==> src/hw/rtl/dftacc_pkg.sv <==
`timescale 1ns / 1ps
// shared types, constants and defaults for the running dft accumulator
// no dependencies

package dftacc_pkg;

  localparam int DEF_NUM_CELLS  = 4096;
  localparam int DEF_NUM_FREQS  = 4;
  localparam int DEF_PHASE_BITS = 16;

  localparam int SMP_W = 24;
  localparam int ACC_W = 48;
  localparam int PH_W  = 16;   // phasor part, signed q1.15
  localparam int SW_W  = 41;   // sample times weight
  localparam int PR_W  = 57;   // sw times phasor part
  localparam int INC_W = 26;   // rounded increment

  localparam logic [11:0] SIN_C = 12'd2320;
  localparam logic [14:0] SIN_B = 15'd21024;
  localparam logic [15:0] SIN_A = 16'd51472;

  localparam logic REQ_ACC  = 1'b0;
  localparam logic REQ_READ = 1'b1;

  typedef struct packed {
    logic                    req_type;
    logic [11:0]             cell_index;
    logic [1:0]              freq_index;
    logic [15:0]             phase;
    logic signed [SMP_W-1:0] sample_x;
    logic signed [SMP_W-1:0] sample_y;
    logic signed [SMP_W-1:0] sample_z;
  } in_beat_t;

  typedef struct packed {
    logic signed [ACC_W-1:0] acc_x_real;
    logic signed [ACC_W-1:0] acc_x_imag;
    logic signed [ACC_W-1:0] acc_y_real;
    logic signed [ACC_W-1:0] acc_y_imag;
    logic signed [ACC_W-1:0] acc_z_real;
    logic signed [ACC_W-1:0] acc_z_imag;
  } out_beat_t;

  // controls for the add stage of each lane
  typedef struct packed {
    logic we;    // memory write this cycle
    logic clr;   // clearing pass write of zero
    logic wr;    // accumulate beat
    logic fwd;   // take previous result instead of memory data
    logic rng;   // address in range
  } lane_ctl_t;

endpackage

==> src/hw/rtl/dftacc_phasor.sv <==
`timescale 1ns / 1ps
// phasor generator: exp(-j*2*pi*phase) in q1.15, five register stages
// depends on dftacc_pkg

module dftacc_phasor import dftacc_pkg::*; #(
  parameter int PHASE_BITS = DEF_PHASE_BITS
) (
  input  logic                   clk,
  input  logic [15:0]            phase,
  output logic signed [PH_W-1:0] re,
  output logic signed [PH_W-1:0] im
);

  localparam logic [31:0] PMASK = 32'((64'd1 << PHASE_BITS) - 64'd1);

  logic [31:0] p32;
  logic [15:0] u_in [2];

  assign p32     = (32'(phase) & PMASK) << (32 - PHASE_BITS);
  assign u_in[0] = {1'b0, p32[29:15]};
  assign u_in[1] = 16'd32768 - {1'b0, p32[29:15]};

  logic [1:0] q2_r, q3_r, q4_r, q5_r;

  logic [15:0] u2s_r [2];
  logic [16:0] sq_r  [2];
  logic [15:0] u3s_r [2];
  logic [16:0] sq3_r [2];
  logic [14:0] t1_r  [2];
  logic [15:0] u4s_r [2];
  logic [15:0] t3_r  [2];
  logic [14:0] s_r   [2];

  // two polynomial units: sin of z and sin of the complement
  for (genvar g = 0; g < 2; g++) begin : g_qsin
    logic [31:0] m1;
    logic [28:0] m2;
    logic [31:0] m3;
    logic [31:0] m4;
    logic [16:0] s_full;

    assign m1     = 32'(u_in[g]) * 32'(u_in[g]);
    assign m2     = 29'(SIN_C) * 29'(sq_r[g]);
    assign m3     = 32'(t1_r[g]) * 32'(sq3_r[g]);
    assign m4     = 32'(t3_r[g]) * 32'(u4s_r[g]);
    assign s_full = m4[31:15];

    always_ff @(posedge clk) begin
      sq_r[g]  <= m1[31:15];
      u2s_r[g] <= u_in[g];
      t1_r[g]  <= SIN_B - 15'(m2[28:15]);
      sq3_r[g] <= sq_r[g];
      u3s_r[g] <= u2s_r[g];
      t3_r[g]  <= SIN_A - 16'(m3[31:15]);
      u4s_r[g] <= u3s_r[g];
      s_r[g]   <= (s_full > 17'd32767) ? 15'h7fff : s_full[14:0];
    end
  end

  logic signed [PH_W-1:0] sz, sc, re_nxt, im_nxt;

  assign sz = PH_W'(s_r[0]);
  assign sc = PH_W'(s_r[1]);

  always_comb begin
    unique case (q5_r)
      2'd0: begin re_nxt = sc;  im_nxt = -sz; end
      2'd1: begin re_nxt = -sz; im_nxt = -sc; end
      2'd2: begin re_nxt = -sc; im_nxt = sz;  end
      default: begin re_nxt = sz; im_nxt = sc; end
    endcase
  end

  always_ff @(posedge clk) begin
    q2_r <= p32[31:30];
    q3_r <= q2_r;
    q4_r <= q3_r;
    q5_r <= q4_r;
    re   <= re_nxt;
    im   <= im_nxt;
  end

endmodule

==> config.mk <==
export PLATFORM = sky130hd
export DESIGN_NAME = dftacc_phasor
export DESIGN_NICKNAME = d
export VERILOG_FILES = /design/src/hw/rtl/dftacc_pkg.sv /design/src/hw/rtl/dftacc_phasor.sv
export SDC_FILE = /design/constraint.sdc
export NUM_CORES = 2
export LEC_CHECK = 0
export ABC_CLOCK_PERIOD_IN_PS = 18900
export BUFFER_PORTS_ARGS = -buffer_cell sky130_fd_sc_hd__buf_2
export CAP_MARGIN = 20
export CORE_ASPECT_RATIO = 0.6
export CORE_MARGIN = 4
export CORE_UTILIZATION = 50
export CTS_BUF_LIST = sky130_fd_sc_hd__clkbuf_4
export DETAILED_ROUTE_END_ITERATION = 7
export GPL_ROUTABILITY_DRIVEN = 0
export PLACE_DENSITY = 0.76
export RECOVER_POWER = 25
export SLEW_MARGIN = 20
export SYNTH_ARGS = -nofsm -noshare
export SYNTH_HDL_FRONTEND = slang
export SYNTH_SLANG_ARGS = --single-unit
==> constraint.sdc <==
create_clock -name clk -period 18.9 [get_ports clk]
set_clock_uncertainty 0.2 [all_clocks]
set_input_delay 0.945 -clock clk [delete_from_list [all_inputs] [get_ports clk]]
set_output_delay 0.945 -clock clk [all_outputs]
set_load 0.05 [all_outputs]
* Word-level counts from Yosys, hierarchy flattened
Memory sizes are Yosys's and may differ from the RTL's.
Cells that the tools add are included.
** Operators by class
- Multiplexer cells :: 4
- $lt $le $gt $ge :: 2
- Add/sub/neg operators :: 7
- Equality and inequality tests :: 2
- Multipliers :: 8
- Reductions and logical operators :: 1
** Operators by type and width (number)
- 16-bit by 16-bit multiplier with 32-bit output :: 3
- 16-bit one-hot mux with 3 select lines :: 2
- 15-bit by 17-bit multiplier with 31-bit output :: 2
- 8-bit by 17-bit multiplier with 25-bit output, first input constant :: 2
- 17-bit by 15-bit > comparator with 1-bit output, second input constant :: 2
- 15-bit negation with 16-bit output :: 2
- 16-bit subtractor, first input constant :: 2
- 15-bit two-way mux :: 2
- 15-bit by 14-bit subtractor with 15-bit output, first input constant :: 2
- 14-bit by 14-bit multiplier with 28-bit output :: 1
- 16-bit by 15-bit subtractor with 16-bit output, first input constant :: 1
- 2-bit by 1-bit equality test with 1-bit output, second input constant :: 1
- 2-bit equality test, second input constant :: 1
- 2-bit logical NOT :: 1
** Word-level totals
- Memories kept :: 8
- Flip-flop bits (word level) :: 40
- Output and inout port bits :: 32
- Logic and storage cells :: 38
- RAM bits :: 256
- Input port bits :: 17
** Memories
- sq3_r :: words 2, width 17, rd ports 2, clocked after memory_dff 0, wr ports 2, line dftacc_phasor.sv:28 : logic [16:0] sq3_r [2];
- sq_r :: words 2, width 17, rd ports 2, clocked after memory_dff 0, wr ports 2, line dftacc_phasor.sv:26 : logic [16:0] sq_r [2];
- t3_r :: words 2, width 16, rd ports 2, clocked after memory_dff 0, wr ports 2, line dftacc_phasor.sv:31 : logic [15:0] t3_r [2];
- u2s_r :: words 2, width 16, rd ports 2, clocked after memory_dff 0, wr ports 2, line dftacc_phasor.sv:25 : logic [15:0] u2s_r [2];
- u3s_r :: words 2, width 16, rd ports 2, clocked after memory_dff 0, wr ports 2, line dftacc_phasor.sv:27 : logic [15:0] u3s_r [2];
- u4s_r :: words 2, width 16, rd ports 2, clocked after memory_dff 0, wr ports 2, line dftacc_phasor.sv:30 : logic [15:0] u4s_r [2];
- +2 memories

* Logic depth before layout (Yosys ltp)
An unclocked memory read counts as a cell.
- Depth after elaboration :: 4
- Mapped depth :: 31
- Gate-level depth less buffers :: 29

* Least setup slack after synthesis
Ideal clock, no wire load.
- Path type :: input to register
- From :: in phase[0]
- To :: mem sq_r[1][11] (netlist: sq_r[0][28])
- Path slack :: 11.000 ns
- Stages :: 27
- Arrival :: 7.577 ns
- Required time :: 18.577 ns
- Library setup time :: 0.123 ns
- Buffers on the path :: 2
- Path through :: clkbuf_1 > inv_1 > clkbuf_1 > ha_1 > nand3_1 > nand3b_1 > xnor2_1 > clkinv_1 > nand2_1 > fa_1 > fa_1 > fa_1 > fa_1 > inv_1 > fa_1 > inv_1 > fa_1 > inv_1 > ha_1 > a21o_1 > a21oi_1 > nor2b_1 > a211oi_1 > o21ai_0 > a21oi_1 > o21bai_1 > xor2_1
** RTL lines
- start, declared :: line dftacc_phasor.sv:9 : input logic [15:0] phase,
- end, declared :: line dftacc_phasor.sv:26

==> impl_results.md <==
* Final non-filler cell total at between 7000 and 8000
* DPL Wire Length at about 98000 um
* Die Wd at 424.6 um
* Crit-path max FO at 13
* Final Max Slew Viols at 0
* Sequential area share after synthesis at between 10% and 20%
* Initial DRC Count at about 2700
* Async SR Flop Fraction at 0%
* Dpl cells at a little under 7000
* Least-Margin Pin Slew at approximately 1.1 ns
* Height of the die at 258.0 um
* DR pass1 iterations at 7
* Critical Path RT at slightly below 20 ns
* Crit-path slowest cell: xnor2_1
* Delay-heaviest family, CP: adder cells
* Initial antenna violation count at 15
* CTS Hold Bufs at 4
* Achievable frequency at about 110 MHz
* Total CTS buffers at slightly above 70
* Slew margin rel. at between 20% and 30%
* Full die area at between 100000 and 150000 um2
* Synth Area per Inst at around 9 um2
* Largest net degree at the start of global routing at approximately 90
* Met3 Use GR at under 10%
* Area of the core at 103000 um2
* Vias in the first global route at between 30000 and 40000
* Net count, final at around 7300
* Worst setup SP type: primary input
* CTS max path bufs at 3
* Unrepaired setup endpoints after global routing: false
* Fin Hold WS at approximately 0.080 ns
* Post-cts sizing count at 0
* GRT Total Usage at between 20% and 30%
* Share of layout cells above drive strength 1 at between 3 and 4%
* CP peak stage delay at between 0.8 and 0.9 ns
* Cells after synthesis at 5684
* Port bufs at 48
* Post-synth EDFFs at 0
* Outcome: finished, final reports clean
* Ports at slightly below 50
* CTS root buf: clkbuf_4
* Main synth FF type: dfxtp_1
* Yosys reg bits at approximately 280
* H-tree levels at 3
* Min-delay worst type: reg2reg
* Data arrival, critical path at around 10 ns
* Max-Cap Viols at 0
* Endpoints failing setup at 0
* Grt total ovfl at 0
* DRC viols at 0
* Synth warnings at 0
* CTS tree: built
* DR vias/cell at roughly 5.3
* Final TNS setup at 0 ns
* Sink Count at approximately 280
* Clock transition at path regs at about 0.13 ns
* CP Buf/Inv Count at 8
* Met1 usage at roughly 34%
* Mapped cell area at 52070 um2
* Final Cycle Share at between 40 and 50%
* # rows at 91
* Area growth, synth to finish at 4.700%
* CP dominant cell by count: fa_1
* Drt wl/cell at approximately 17 um
* Crit. End Element: flip-flop
* Post-DRT Antenna Nets at 0
* Final min period at about 9 ns
* Final WL at 120000 um
* Met2 GRT Util at between 30% and 40%
* Initial Util at between 50% and 60%
* Worst-skew pair later-pin latency at 0.98 ns
* Fin. Hold Viols at 0
* Crit path kind: in2reg
* Unique masters post-synth at about 90
* Via count at roughly 37000
* # Post-CTS Setup Buffers at 0
* First-pass GRT wire length at 202600 um
* Grt peak-use layer: met1
synthesized netlist by cell type (all sizes together) (6+ instances only):
| master | number | area share, % |
|---|---|---|
| o31ai | 11 | 0.16 |
| clkinv | 9 | 0.065 |
| xnor2 | 109 | 1.8 |
| nand2b | 36 | 0.43 |
| inv | 1261 | 9.1 |
| a211o | 8 | 0.14 |
| nor3b | 12 | 0.17 |
| a211oi | 21 | 0.31 |
| a21boi | 10 | 0.14 |
| nor4 | 18 | 0.22 |
| a221oi | 6 | 0.11 |
| nor3 | 64 | 0.62 |
| a2111oi | 8 | 0.15 |
| o21bai | 15 | 0.22 |
| or4 | 7 | 0.11 |
| xor2 | 60 | 1.0 |
| nor2b | 20 | 0.24 |
| fa | 962 | 37 |
| and3 | 12 | 0.14 |
| nand3 | 42 | 0.40 |
| a31oi | 29 | 0.36 |
| or3 | 32 | 0.40 |
| and2 | 502 | 6.0 |
| or2 | 8 | 0.096 |
| a21oi | 117 | 1.1 |
| nor2 | 194 | 1.4 |
| o21ai | 95 | 0.91 |
| nand3b | 8 | 0.12 |
| buf | 6 | 0.043 |
| ha | 706 | 17 |
| a21o | 35 | 0.51 |
| clkbuf | 186 | 1.3 |
| nand2 | 627 | 4.5 |
| nand4 | 19 | 0.23 |
| mux4 | 6 | 0.26 |
| o21a | 27 | 0.39 |
| o211ai | 15 | 0.22 |
| a221o | 8 | 0.15 |
| mux2i | 15 | 0.29 |
| o311ai | 6 | 0.10 |
| o311a | 6 | 0.12 |
| dfxtp | 278 | 11 |
cells in the final DEF, fill, tap and decap left out, drive strengths merged, types with 29 or more instances in the layout:
cell / Yosys / routed
buf: 6 / 43
xnor2: 109 / 109
a21oi: 117 / 117
nor2: 194 / 194
xor2: 60 / 60
clkinv: 9 / 35
inv: 1261 / 1263
nand2b: 36 / 36
nor3: 64 / 64
a21o: 35 / 35
or3: 32 / 32
dfxtp: 278 / 278
and2: 502 / 502
nand2: 627 / 627
ha: 706 / 706
nand3: 42 / 42
fa: 962 / 962
clkbuf: 186 / 102
o21ai: 95 / 95
a31oi: 29 / 29
cells by family (layout without fill, tap and decap cells):
family,Yosys count,after routing,synth area share (%)
AOI/OAI and AO/OA,464,464,5.940
buffers and inverters,1462,1455,10.54
xor gates and xnor gates,169,169,2.843
adders and majority gates,1671,1671,54.01
other,2,21,0.01442
DFF,278,278,10.69
muxes,26,26,0.6560
and+or+nand+nor,1612,1612,15.31
sequential cells by signal (all words and copies together), names as in the netlist, 16 cells and up:
| signal | cells |
|---|---|
| sq3_r | 32 |
| sq_r | 32 |
| t3_r | 32 |
| s_r | 30 |
| t1_r | 28 |
| u2s_r | 28 |
| u3s_r | 28 |
| u4s_r | 28 |
| im | 16 |
| re | 16 |
per-layer routing:
metal | share of wire [%] | vias up
met5 | 0.16 | -
met4 | 1.8 | 12
met3 | 11 | 196
met2 | 40 | 1539
met1 | 46 | 18140
li1 | - | 17370
per-stage QoR:
stage	instance area, um2	setup slack (ns)	util (%)
after floorplan	52100	11.00	-
after global placement	53400	9.740	51.83
after detailed placement	53400	9.533	51.83
after CTS	54490	9.915	52.89
after global routing	54510	9.304	52.90
final	54520	9.713	52.91
path summary, 6_finish.rpt:
kind / startpoint / endpoint / slack [ns] / cells past startpoint
worst max register to register: u4s_r[0][17] / s_r[0][26] / 10.67 / 23
worst min-delay path: u3s_r[0][31] / u4s_r[0][31] / 0.08 / 0
worst max-delay path: phase[1] / sq_r[0][28] / 9.71 / 25
worst min register to register: u3s_r[0][31] / u4s_r[0][31] / 0.08 / 0
layout make-up:
class	count	area, um2
sequential	278	5567
timing repair buffer	57	305.3
multi-input combinational	3952	41050
tap	1395	1745
clock inverter	36	360.3
antenna	11	27.53
inverter	1270	4767
clock buffer	92	690.7
fill	9035	48530
Power is not shown: default switching activity piles up to over one toggle a cycle in this logic, so the estimate is an artifact.
